**config.mk**
```make
export PLATFORM = sky130hd
export DESIGN_NAME = aes128_key_expansion_core
export DESIGN_NICKNAME = d
export VERILOG_FILES = /design/src/rtl/ake_pkg.sv /design/src/rtl/ake_byte_round.sv /design/src/rtl/aes128_key_expansion_core.sv
export SDC_FILE = /design/constraint.sdc
export NUM_CORES = 1
export LEC_CHECK = 0
export BUFFER_PORTS_ARGS = -buffer_cell sky130_fd_sc_hd__buf_2
export CAP_MARGIN = 15
export CORE_MARGIN = 5
export CORE_UTILIZATION = 30
export DETAILED_ROUTE_END_ITERATION = 16
export PLACE_DENSITY = 0.6
export SYNTH_ARGS = -nofsm -noshare
export SYNTH_HDL_FRONTEND = slang
export SYNTH_SLANG_ARGS = --single-unit
```
**constraint.sdc**
```tcl
create_clock -name clk_i -period 12.85 [get_ports clk_i]
set_input_delay 1.9275 -clock clk_i [delete_from_list [all_inputs] [get_ports clk_i]]
set_output_delay 1.9275 -clock clk_i [all_outputs]
set_load 0.01 [all_outputs]
```
**src/rtl/ake_pkg.sv**
```systemverilog
// Package for the AES-128 key expansion core: S-box, round constants, widths.
// No dependencies.
package ake_pkg;

  localparam int unsigned RoundKeys = 11;
  localparam int unsigned RoundW    = 4;
  localparam int unsigned ByteCnt   = 16;

  typedef enum logic [2:0] {
    ST_IDLE = 3'b001,
    ST_WORK = 3'b010,
    ST_OUT  = 3'b100
  } state_e;

  function automatic logic [7:0] sbox(input logic [7:0] a);
    logic [7:0] t [256];
    t = '{
      8'h63,8'h7c,8'h77,8'h7b,8'hf2,8'h6b,8'h6f,8'hc5,8'h30,8'h01,8'h67,8'h2b,8'hfe,8'hd7,8'hab,8'h76,
      8'hca,8'h82,8'hc9,8'h7d,8'hfa,8'h59,8'h47,8'hf0,8'had,8'hd4,8'ha2,8'haf,8'h9c,8'ha4,8'h72,8'hc0,
      8'hb7,8'hfd,8'h93,8'h26,8'h36,8'h3f,8'hf7,8'hcc,8'h34,8'ha5,8'he5,8'hf1,8'h71,8'hd8,8'h31,8'h15,
      8'h04,8'hc7,8'h23,8'hc3,8'h18,8'h96,8'h05,8'h9a,8'h07,8'h12,8'h80,8'he2,8'heb,8'h27,8'hb2,8'h75,
      8'h09,8'h83,8'h2c,8'h1a,8'h1b,8'h6e,8'h5a,8'ha0,8'h52,8'h3b,8'hd6,8'hb3,8'h29,8'he3,8'h2f,8'h84,
      8'h53,8'hd1,8'h00,8'hed,8'h20,8'hfc,8'hb1,8'h5b,8'h6a,8'hcb,8'hbe,8'h39,8'h4a,8'h4c,8'h58,8'hcf,
      8'hd0,8'hef,8'haa,8'hfb,8'h43,8'h4d,8'h33,8'h85,8'h45,8'hf9,8'h02,8'h7f,8'h50,8'h3c,8'h9f,8'ha8,
      8'h51,8'ha3,8'h40,8'h8f,8'h92,8'h9d,8'h38,8'hf5,8'hbc,8'hb6,8'hda,8'h21,8'h10,8'hff,8'hf3,8'hd2,
      8'hcd,8'h0c,8'h13,8'hec,8'h5f,8'h97,8'h44,8'h17,8'hc4,8'ha7,8'h7e,8'h3d,8'h64,8'h5d,8'h19,8'h73,
      8'h60,8'h81,8'h4f,8'hdc,8'h22,8'h2a,8'h90,8'h88,8'h46,8'hee,8'hb8,8'h14,8'hde,8'h5e,8'h0b,8'hdb,
      8'he0,8'h32,8'h3a,8'h0a,8'h49,8'h06,8'h24,8'h5c,8'hc2,8'hd3,8'hac,8'h62,8'h91,8'h95,8'he4,8'h79,
      8'he7,8'hc8,8'h37,8'h6d,8'h8d,8'hd5,8'h4e,8'ha9,8'h6c,8'h56,8'hf4,8'hea,8'h65,8'h7a,8'hae,8'h08,
      8'hba,8'h78,8'h25,8'h2e,8'h1c,8'ha6,8'hb4,8'hc6,8'he8,8'hdd,8'h74,8'h1f,8'h4b,8'hbd,8'h8b,8'h8a,
      8'h70,8'h3e,8'hb5,8'h66,8'h48,8'h03,8'hf6,8'h0e,8'h61,8'h35,8'h57,8'hb9,8'h86,8'hc1,8'h1d,8'h9e,
      8'he1,8'hf8,8'h98,8'h11,8'h69,8'hd9,8'h8e,8'h94,8'h9b,8'h1e,8'h87,8'he9,8'hce,8'h55,8'h28,8'hdf,
      8'h8c,8'ha1,8'h89,8'h0d,8'hbf,8'he6,8'h42,8'h68,8'h41,8'h99,8'h2d,8'h0f,8'hb0,8'h54,8'hbb,8'h16
    };
    return t[a];
  endfunction

  // Round constant for round r (1..10)
  function automatic logic [7:0] rcon(input logic [RoundW-1:0] r);
    logic [7:0] v;
    v = 8'h00;
    case (r)
      4'd1:    v = 8'h01;
      4'd2:    v = 8'h02;
      4'd3:    v = 8'h04;
      4'd4:    v = 8'h08;
      4'd5:    v = 8'h10;
      4'd6:    v = 8'h20;
      4'd7:    v = 8'h40;
      4'd8:    v = 8'h80;
      4'd9:    v = 8'h1b;
      4'd10:   v = 8'h36;
      default: v = 8'h00;
    endcase
    return v;
  endfunction

endpackage

```
**src/rtl/ake_byte_round.sv**
```systemverilog
// Byte-serial round unit: the 16-byte key rotates one byte per cycle while step_i
// is high through a shift register; one S-box lookup per cycle. Uses ake_pkg.
module ake_byte_round import ake_pkg::*; (
  input  logic                 clk_i,
  input  logic                 load_i,
  input  logic [127:0]         key_i,
  input  logic                 step_i,
  input  logic [3:0]           pos_i,
  input  logic [RoundW-1:0]    round_i,
  output logic [127:0]         key_o
);

  // byte 0 sits at [127:120]; each step consumes the top byte and appends new
  logic [127:0] sr_q;
  logic [7:0]   tbyte;
  logic [7:0]   nbyte;
  logic [7:0]   src;

  // Positions 0..3 build word 0 from bytes 13,14,15,12 of the old key, which
  // after p shifts sit at byte index 13..15,12 minus p; new bytes for words
  // 1..3 come from the byte four places back, already new, at index 12.
  always_comb begin
    src = 8'h00;
    unique case (pos_i)
      4'd0:    src = sr_q[127-13*8 -: 8];
      4'd1:    src = sr_q[127-13*8 -: 8];
      4'd2:    src = sr_q[127-13*8 -: 8];
      4'd3:    src = sr_q[127-9*8  -: 8];
      default: src = 8'h00;
    endcase
    if (pos_i[3:2] == 2'b00) begin
      tbyte = sbox(src) ^ ((pos_i == 4'd0) ? rcon(round_i) : 8'h00);
    end else begin
      tbyte = sr_q[127-12*8 -: 8];
    end
    nbyte = sr_q[127 -: 8] ^ tbyte;
  end

  always_ff @(posedge clk_i) begin
    if (load_i) begin
      sr_q <= key_i;
    end else if (step_i) begin
      sr_q <= {sr_q[119:0], nbyte};
    end
  end

  assign key_o = sr_q;

endmodule

```
**src/rtl/aes128_key_expansion_core.sv**
```systemverilog
// AES-128 key expansion. Round key 0 is presented in the cycle after accept;
// each later round key follows once the previous one is taken (16 byte
// steps through the shift register and S-box, then it is presented).
// A new key is taken only after round key 10 has been taken, as the single
// byte-serial round unit works on one key at a time.
// Reset (async, active low) clears the control; data registers are not reset.
module aes128_key_expansion_core import ake_pkg::*; (
  input  logic               clk_i,
  input  logic               rst_ni,
  input  logic               in_valid_i,
  output logic               in_ready_o,
  input  logic [63:0]        key_high_i,
  input  logic [63:0]        key_low_i,
  output logic               out_valid_o,
  input  logic               out_ready_i,
  output logic [RoundW-1:0]  round_number_o,
  output logic [63:0]        round_key_high_o,
  output logic [63:0]        round_key_low_o,
  output logic               last_key_o
);

  state_e            state_q, state_d;
  logic [3:0]        pos_q, pos_d;
  logic [RoundW-1:0] rnd_q, rnd_d;
  logic [127:0]      key;
  logic              load, step;

  // Byte position bookkeeping (shift register holds bytes in rotated order
  // while mid-round; after 16 steps it is aligned again).
  // Note: new byte at pos p is key[byte p] ^ temp; rotation source for
  // word 0 uses old bytes 13,14,15,12 which after p shifts sit at 13-p.., so
  // p = 0..2 read slot 13 (old byte 13+p lands there) and p = 3 reads slot 9.
  ake_byte_round u_round (
    .clk_i   (clk_i),
    .load_i  (load),
    .key_i   ({key_high_i, key_low_i}),
    .step_i  (step),
    .pos_i   (pos_q),
    .round_i (rnd_q),
    .key_o   (key)
  );

  assign in_ready_o  = (state_q == ST_IDLE);
  assign load        = in_valid_i && in_ready_o;
  assign step        = (state_q == ST_WORK);
  assign out_valid_o = (state_q == ST_OUT);

  assign round_number_o   = rnd_q;
  assign round_key_high_o = key[127:64];
  assign round_key_low_o  = key[63:0];
  assign last_key_o       = (rnd_q == RoundW'(RoundKeys - 1));

  // Control sequencer
  always_comb begin
    state_d = state_q;
    pos_d   = pos_q;
    rnd_d   = rnd_q;
    unique case (state_q)
      ST_IDLE: begin
        if (load) begin
          state_d = ST_OUT;
          rnd_d   = '0;
        end
      end
      ST_WORK: begin
        pos_d = pos_q + 4'd1;
        if (pos_q == 4'(ByteCnt - 1)) begin
          state_d = ST_OUT;
        end
      end
      ST_OUT: begin
        if (out_ready_i) begin
          if (last_key_o) begin
            state_d = ST_IDLE;
          end else begin
            state_d = ST_WORK;
            pos_d   = '0;
            rnd_d   = rnd_q + RoundW'(1);
          end
        end
      end
      default: state_d = ST_IDLE;
    endcase
  end

  always_ff @(posedge clk_i or negedge rst_ni) begin
    if (!rst_ni) begin
      state_q <= ST_IDLE;
      pos_q   <= '0;
      rnd_q   <= '0;
    end else begin
      state_q <= state_d;
      pos_q   <= pos_d;
      rnd_q   <= rnd_d;
    end
  end

endmodule

```
Word-level counts from Yosys, hierarchy flattened --
Memory sizes are Yosys's and may differ from the RTL's. Cells that the tools add are included.
Cells by class: add/sub/neg operators 2, $lt $le $gt $ge 1, equality and inequality tests 12, mux-type cells 20, bitwise gates (word level) 3, reduce and logical (&&, ||, !) cells 10
Operators with widths (count):
- 128-bit 2-to-1 mux | 2
- 8-bit 2-to-1 mux | 5
- 4-bit 2-to-1 mux | 5
- 4-bit case mux with 2 select lines | 2
- 8-bit case mux with 2 select lines | 1
- 8-bit XOR | 2
- 9-bit >= comparator (second input constant) | 1
- 3-bit 2-to-1 mux | 3
- 8-bit NOT with 9-bit output | 1
- 3-bit case mux with 3 select lines | 1
- 4-bit by 1-bit adder with 4-bit output (second input constant) | 2
- 4-bit by 2-bit equality test with 1-bit output (second input constant) | 2
- 4-bit equality test (second input constant) | 2
- 2-bit by 1-bit inequality test with 1-bit output (second input constant) | 3
- 3-bit AND reduction | 2
- 2-bit nonzero test | 3
- 4-bit by 1-bit equality test with 1-bit output (second input constant) | 1
- 4-bit zero test | 1
- 4-bit AND reduction | 1
- 3-bit by 1-bit equality test with 1-bit output (second input constant) | 1
- 3-bit by 2-bit equality test with 1-bit output (second input constant) | 1
- 3-bit equality test (second input constant) | 1
- 3-bit OR reduction | 1
- 2-bit zero test | 1
- 3 further kinds | 3
Word-level totals: flip-flop bits (word level) 139, memory bits (read-only) 2176, output and inout bits 135, logic and storage cells 54, memories 2
Memories:
- (no name shown) | depth 256, width 8, rd ports 1, clocked after Yosys merged registers in 0, wr ports 0, line ake_pkg.sv:35 | return t[a];
- (no name shown) | depth 16, width 8, rd ports 1, clocked after Yosys merged registers in 0, wr ports 0, line ake_pkg.sv:42 | case (r)

Logic depth before layout (Yosys ltp) --
Gate-level depths: netlist (run 1).
depth in word-level cells 12, gate-level depth with buffers 21, gate-level depth less buffers 16

Hierarchy --
A second synthesis (run 1) with hierarchy kept.
Second synthesis, totals: cells, all modules 1122, area total of the unflattened synthesis 11197.0 sq um
Modules (own cells, without submodules):
- ake_byte_round | instances 1, cells an instance 1059, area each 10561.4 sq um, sequential area each 3843.7 sq um
- aes128_key_expansion_core | instances 1, cells an instance 63, area each 635.6 sq um, sequential area each 276.5 sq um

Least setup slack after synthesis (run 1) --
OpenSTA, ideal clock, no wires.
path kind in2reg, start point input port in_valid_i, end point register u_round.sr_q[0], in the netlist u_round.key_o[0], enable pin, setup time 659 ps, arrival time 8216 ps, data required time 12191 ps, path slack 3975 ps, cell stages on the path 2, path buffers 0, cell sequence nand3b_1 > a21oi_1
On the way: word-level cells in the longest chain between the ends 2
RTL lines:
- start: declaration | line aes128_key_expansion_core.sv:10 | input logic in_valid_i,
- 1-bit logical AND | line aes128_key_expansion_core.sv:44 | assign load = in_valid_i && in_ready_o;
- 2-bit nonzero test (no line)
- end signal: assignment | line ake_byte_round.sv:41 | sr_q <= key_i;
- end signal: assignment | line ake_byte_round.sv:43 | sr_q <= {sr_q[119:0], nbyte};
- end: declaration | line ake_byte_round.sv:14 | logic [127:0] sr_q;
Every way passes these cells. A chain may end at the register's enable or synchronous reset.

Worst setup path after layout (run 1) --
start point register pos_q[0], end point register u_round.sr_q[0], in the netlist u_round.key_o[0] (data pin)
On the way: word-level cells in the longest chain between the ends 12, elaborated cells between the ends (all ways) 16, classes of those cells 3 x eq/ne; 7 x mux; 3 x bitwise; 2 x reduce/logical; 1 x memory
RTL lines:
- start: declaration | line aes128_key_expansion_core.sv:23 | logic [3:0] pos_q, pos_d;
- start signal: assignment | line aes128_key_expansion_core.sv:93 | pos_q <= pos_d;
- 4-bit by 1-bit equality test with 1-bit output (tied with other cells) | line ake_byte_round.sv:24 | unique case (pos_i)
- 3-bit OR reduction (no line)
- 8-bit case mux with 2 select lines | line ake_byte_round.sv:24
- 8-bit NOT with 9-bit output (not written as such) | line ake_pkg.sv:35
- memory read 256 x 8 bit
- 8-bit 2-to-1 mux (not written as such) (2 in series) | line ake_pkg.sv:35
- 8-bit XOR (*) | line ake_byte_round.sv:32 | tbyte = sbox(src) ^ ((pos_i == 4'd0) ? rcon(round_i) : 8'h00);
- 8-bit 2-to-1 mux (*) | line ake_byte_round.sv:31 | if (pos_i[3:2] == 2'b00) begin
- 8-bit XOR (*) | line ake_byte_round.sv:36 | nbyte = sr_q[127 -: 8] ^ tbyte;
- 128-bit 2-to-1 mux (*) | line ake_byte_round.sv:42 | end else if (step_i) begin
- 128-bit 2-to-1 mux (*) | line ake_byte_round.sv:40 | if (load_i) begin
Every way passes the cells marked *; elsewhere a longest branch is shown, timed or not. The select of a mux whose other input is x is not followed.

==> results_dict.tcl, run 1 <==
set metrics [dict create \
    status "completed" \
    r2r_end "u_round.key_o[0]" \
    cp.arrival_ps 6290 \
    r2r_start "pos_q[0]" \
    p_int_uw 2040 \
    post_cts_buffers 0 \
    wl_per_cell_um 25.4 \
    hpwl_mm 34.8 \
    layout.cells.non_filler 1930 \
    ys_ff_latch 139 \
    p_leak_uw 0.00535 \
    ant_nets 0 \
    worst_slew_margin_rel 0.324 \
    cts-root-buf "clkbuf_16" \
    tightest_slew_ps 1010 \
    fill_cells 3534 \
    cts_tree "done" \
    first_pass_iters 5 \
    final_nets 1623 \
    die-area_um2 38100 \
    grtUsageTotal 0.243 \
    netlist_area_um2 10300 \
    start_kind "flip-flop" \
    synth_largest_area_cell "edfxtp_1" \
    antenna_cells 0 \
    vias 11200 \
    seq_power_share 0.204 \
    reg2reg_depth 16 \
    holdBufCountCts 0 \
    synth_warnings 0 \
    ys.flop_type "edfxtp_1" \
    gp_congestion 0.980 \
    io_buffers 266 \
    worstSkewPairLatency_ps 450 \
    antenna_found_initial 0 \
    fin_crit_ps 6130 \
    fin_setup_tns_ps 0 \
    rsz0062_at_grt "no" \
    clkPwrFrac 0.108 \
    cts_sinks 139 \
    drc 0 \
    place_inst 1898 \
    critPathKind "reg -> reg" \
    vias_per_cell 5.81 \
    grt_max_degree 98 \
    setup_viol 0 \
    cts.path.max_buffers 2 \
    grt_pass1_wl_mm 71.3 \
    die_x_um 195 \
    grt_remaining_overflow 0 \
    synth_top_area_share 0.373 \
    hold_path_end "u_round.key_o[118]" \
    ff2ff_setup_slack_ps 6720 \
    die_y_um 195 \
    synth.avg_cell_area_um2 8.14 \
    hp-class "reg -> reg" \
    fmax_mhz 163 \
    syn-instance-count 1265 \
    ios 267 \
    drt_iter0_markers 1377 \
    finalHoldViolCount 0 \
    routed_wl_mm 49.1 \
    fin_area_um2 12600 \
    floorplan.rows 67 \
    start_util 0.305 \
    whs_path_depth 2 \
    clk_transition_reported_paths_ps 70 \
    holdCritStartpoint "u_round.key_o[110]" \
    power_density_nw_per_um2 369 \
    cp.required_ps 13000 \
    syn_nets 1419 \
    drive_gt1_frac 0.248 \
    ys_types 88 \
    coreArea_um2 33700 \
    fin_skew_ps 13.9 \
    synth_seq_area_share 0.400 \
    first_global_vias 10900 \
    synth-edff-count 128 \
    period_share 0.477 \
    syn_to_final_growth_pct 22.0 \
    cp_max_fo 30 \
    max_cap_violations 0 \
    vdd_drop_max_mv 0.156 \
    placedInstanceArea_um2 12000 \
    switchingPower_uw 2590 \
    numCtsBuffers 17 \
    async_reset_ff_frac 0.0791 \
    maxSlewViolCount 0 \
    htree_levels 4 \
    finish.utilization 0.373 \
    endpoint_kind "flip-flop" \
    comb_power_share 0.688 \
    yosys-top-cells-area "edfxtp_1 (37%), nand2_1 (16%), a21oi_1 (3.5%), ha_1 (2.7%), dfrtp_1 (2.4%)" \
    p_sw_frac 0.559 \
    cts_resized 0 \
]
stage by stage:
stage               hold slack [ps]  total power, µW  worst slack (ps)
finish                          539             4630              6720
global route                    568             4820              6590
CTS                             540             4530              6920
detailed placement              524             4010              6940
global placement                518             4090              7010
floorplan                       506             2920              3970
registers in the layout, indices dropped and copies added, names as in the netlist:
register        flops
u_round.key_o     128
pos_q               4
round_number_o      4
state_q             3
cell usage after synthesis, types with 7 or more instances:
cell type and n:
nand3_1 16, xnor2_1 16, buf_2 38, o21ai_0 43, a311oi_1 10, o31ai_1 7
o311ai_0 7, a21oi_1 73, o211ai_1 29, inv_1 15, ha_1 22, a31oi_1 12
o22ai_1 11, mux2i_1 7, buf_4 8, a211oi_1 25, o32ai_1 7, xor2_1 8
nor3_1 37, edfxtp_1 128, nor2_1 58, clkbuf_1 60, a2111oi_0 9, a22oi_1 8
nand2_1 428, o221ai_1 7, dfrtp_1 10
cell families after synthesis:
family / count (synthesis) / synth area share
compound gates: 345 / 0.242
xor+xnor: 25 / 0.0220
fa+ha+maj: 22 / 0.0267
buf+inv: 131 / 0.0568
flops: 139 / 0.400
mux: 9 / 0.00899
simple gates: 594 / 0.243
final cells by class:
cell class	count	area [µm²]	area share
inverter	18	68.8	0.00548
clock inverter	15	156	0.0125
timing repair buffer	298	1570	0.125
clock buffer	17	425	0.0339
sequential	139	4120	0.328
tap	448	561	0.0447
multi-input combinational	995	5650	0.450
critical path, stage by stage, from the launching register on:
cell	delay (ps)
dfrtp_1	400
inv_1	100
ha_1	260
or3_1	770
a32o_1	420
buf_4	270
inv_2	450
ha_1	810
o211ai_1	530
and3_1	350
a311o_1	330
a22oi_1	180
o22ai_1	120
xor2_1	190
a221oi_2	380
xnor2_1	160
a21oi_1	80
worst max path at each step:
stage,to,from,slack (ps),cells after the start
3_3_place_gp,u_round.key_o[0],pos_q[0],7010,16
6_report,u_round.key_o[0],pos_q[0],6720,16
2_1_floorplan,u_round.key_o[0],in_valid_i,3970,2
3_5_place_dp,u_round.key_o[0],pos_q[0],6940,16
5_1_grt,u_round.key_o[0],pos_q[0],6590,16
4_1_cts,u_round.key_o[0],pos_q[0],6920,16
layer usage:
metal	share of wire	vias up	track usage
met5	0	-	0
met4	0.050	0	0.112
met3	0.11	131	0.0700
met2	0.45	704	0.389
met1	0.39	5356	0.305
li1	-	5014	-
cell usage in the layout, fill, tap and decap left out, types with 17 or more instances in the layout:
| cell | n |
|---|---|
| nand2_1 | 427 |
| buf_2 | 266 |
| edfxtp_1 | 128 |
| a21oi_1 | 72 |
| nor2_1 | 58 |
| o21ai_0 | 43 |
| nor3_1 | 37 |
| buf_4 | 32 |
| o211ai_1 | 29 |
| a211oi_1 | 24 |
| ha_1 | 22 |
| clkbuf_16 | 17 |
power by group through the flow:
stage / clock network [µW] / logic (µW) / registers (µW)
after detailed placement: 0 / 3060 / 949
after CTS: 507 / 3080 / 945
final: 499 / 3190 / 943
after floorplan: 0 / 1940 / 984
after global routing: 523 / 3340 / 961
after global placement: 0 / 3140 / 948
No activity file was read; power rests on OpenSTA's default activity.
==> run 2, diff against run 1 <==
ABC_AREA = 1   (was not set)
PLACE_DENSITY = 0.61   (was 0.6)
clock period = 5.9 ns   (was 12.85 ns; I/O delays follow)
==> run 2 against run 1 <==
Worst hold slack got worse by 210 ps. Non-clock buffer count fell by 22. Cell count rose by 2.4%. Register-to-register slack got worse by 5200 ps. Total power rose by 84%. Clock power rose by 120%. Largest power group unchanged.
==> results_dict.tcl, run 2 <==
set metrics [dict create \
    status "completed" \
    p_sw_frac 0.546 \
    dp_slack_ps 1650 \
    coreArea_um2 31600 \
    p_leak_uw 0.00578 \
    cts-root-buf "clkbuf_16" \
    synth-edff-count 128 \
    regArea_um2 4120 \
    yosysMostFrequentCell "nand2_1" \
    endpoint_kind "flip-flop" \
    synth_largest_area_cell "edfxtp_1" \
    cts_tree "done" \
    switchingPower_uw 4640 \
    syn_nets 1492 \
    maxSlewViolCount 0 \
    clkPwrFrac 0.129 \
    ys_types 34 \
    layout.cells.non_filler 1977 \
    wl_per_cell_um 21.0 \
    syn-instance-count 1338 \
    final_cell_mix "nand2_1 (589), nand3_1 (273), buf_2 (266), edfxtp_1 (128), inv_1 (74)" \
    fin_crit_ps 4380 \
    hpwl_mm 31.5 \
    layout_commonest_cell "nand2_1" \
    synthTopCellsByCount "nand2_1 (590), nand3_1 (273), edfxtp_1 (128)" \
    drc 0 \
    cp_max_fo 14 \
    start_kind "flip-flop" \
    critPathKind "reg -> reg" \
    synth.avg_cell_area_um2 7.18 \
    fill_cells 3415 \
    syn_to_final_growth_pct 22.6 \
    ys.flop_type "edfxtp_1" \
    grt_pass1_wl_mm 62.5 \
    period_share 0.742 \
    fin_area_um2 11800 \
    vias_per_cell 5.26 \
    p_int_uw 3860 \
    place_inst 1944 \
    grt_max_degree 108 \
    routed_wl_mm 41.5 \
    setup_viol 0 \
    ys_ff_latch 139 \
    multi_input_area_um2 4830 \
    fmax_mhz 228 \
    fin_skew_ps 8.21 \
    vdd_drop_max_mv 0.288 \
    fin_setup_tns_ps 0 \
    vias 10400 \
    worst_slew_margin_rel 0.259 \
    first_global_vias 10300 \
    die-area_um2 35700 \
    floorplan.rows 65 \
    cp.arrival_ps 4540 \
    die_x_um 189 \
    power_density_nw_per_um2 722 \
    finalHoldViolCount 0 \
    netlist_area_um2 9610 \
    gp_congestion 0.996 \
    synth_warnings 0 \
    async_reset_ff_frac 0.0791 \
    holdBufCountCts 0 \
    first_pass_iters 5 \
    io_buffers 266 \
    cts_sinks 139 \
    htree_levels 4 \
    hp-class "in -> async" \
    yosys-top-cells-area "edfxtp_1 (40%), nand2_1 (23%), nand3_1 (14%), inv_1 (2.9%), ha_1 (2.9%)" \
    cts_resized 0 \
    drt_iter0_markers 1104 \
    ant_nets 0 \
    grtUsageTotal 0.225 \
    drive_gt1_frac 0.224 \
    power_uw 8500 \
    cts.path.max_buffers 2 \
    placedInstanceArea_um2 11200 \
    final_nets 1715 \
    numCtsBuffers 17 \
    largest_reg_flops 128 \
    cp.required_ps 6060 \
    die_y_um 189 \
    comb_power_share 0.650 \
    tightest_slew_ps 1110 \
    ios 267 \
    start_util 0.304 \
    antenna_found_initial 3 \
    synth_seq_area_share 0.429 \
    setup_slack_ps 1520 \
    seq_power_share 0.220 \
    clk_transition_reported_paths_ps 60 \
    post_cts_buffers 0 \
    rsz0062_at_grt "no" \
    worstSkewPairLatency_ps 420 \
    max_cap_violations 0 \
    synth_top_area_share 0.400 \
    grt_remaining_overflow 0 \
]
run 2: cell count changes in the layout (fill, tap and decap cells not counted), sizes merged, moves of 10 or more:
cell,before,now
nor3,37,3
nand2,429,609
o211ai,29,16
a211oi,27,0
a311oi,10,0
xnor2,17,0
inv,23,85
a21oi,75,22
nand3,16,280
buf,298,276
nor2,59,31
run 2: power by group through the flow:
stage	sequential, µW	clock (µW)	combinational, µW
after CTS	1880	1110	5410
final	1870	1100	5530
after global placement	1890	0	5510
after detailed placement	1890	0	5390
after global routing	1910	1160	6020
after floorplan	1980	0	3520
run 2: area by class of cell:
cell class,instances,area share
Sequential cell,139,0.350
Inverter,85,0.0275
Tap cell,402,0.0427
Clock inverter,12,0.0126
Multi-Input combinational cell,1042,0.410
Antenna cell,1,0.000212
Clock buffer,20,0.0379
Timing Repair Buffer,276,0.119
run 2: final timing paths:
path / cells past startpoint / slack (ps) / start / to
max: 25 / 1520 / pos_q[0] / u_round.key_o[1]
min in group clk_i: 2 / 530 / u_round.key_o[110] / u_round.key_o[118]
min: 1 / 330 / rst_ni / round_number_o[0]
max in group asynchronous: 1 / 5280 / rst_ni / state_q[0]
max reg2reg: 25 / 1520 / pos_q[0] / u_round.key_o[1]
min reg2reg: 2 / 530 / u_round.key_o[110] / u_round.key_o[118]
run 2: through the flow:
stage	hold slack [ps]	util
2_1_floorplan	560	-
3_3_place_gp	514	0.354
3_5_place_dp	522	0.354
4_1_cts	323	0.373
5_1_grt	337	0.373
6_report	333	0.373
run 2: kinds of logic after synthesis:
family / count (synthesis) / synth area share
buf+inv: 157 / 0.0716
fa+ha+maj: 22 / 0.0287
flops: 139 / 0.429
simple gates: 932 / 0.417
compound gates: 88 / 0.0535
run 2: critical path, cell delays in order, from the launching register on:
cell and delay (ps):
dfrtp_1 370, inv_1 100, ha_1 200, nor2_1 100, nand2_1 190, nand3_1 140
nand2_1 380, inv_1 400, ha_1 400, inv_1 120, nand3_1 210, nand2_1 170
inv_1 210, nand2_1 130, nand3_1 100, nand2_1 60, nand2_1 50, nand3_1 100
nand2_1 110, nand2_1 100, nand2_1 110, nand2_1 50, nand3_1 80, nand3_1 70
nand3_1 70, nand2_1 100
run 2: per-layer routing:
layer | global-route usage | part of all wire
met1 | 0.281 | 0.39
met2 | 0.376 | 0.47
met3 | 0.0524 | 0.096
met4 | 0.0897 | 0.039
met5 | 0 | 0.00060
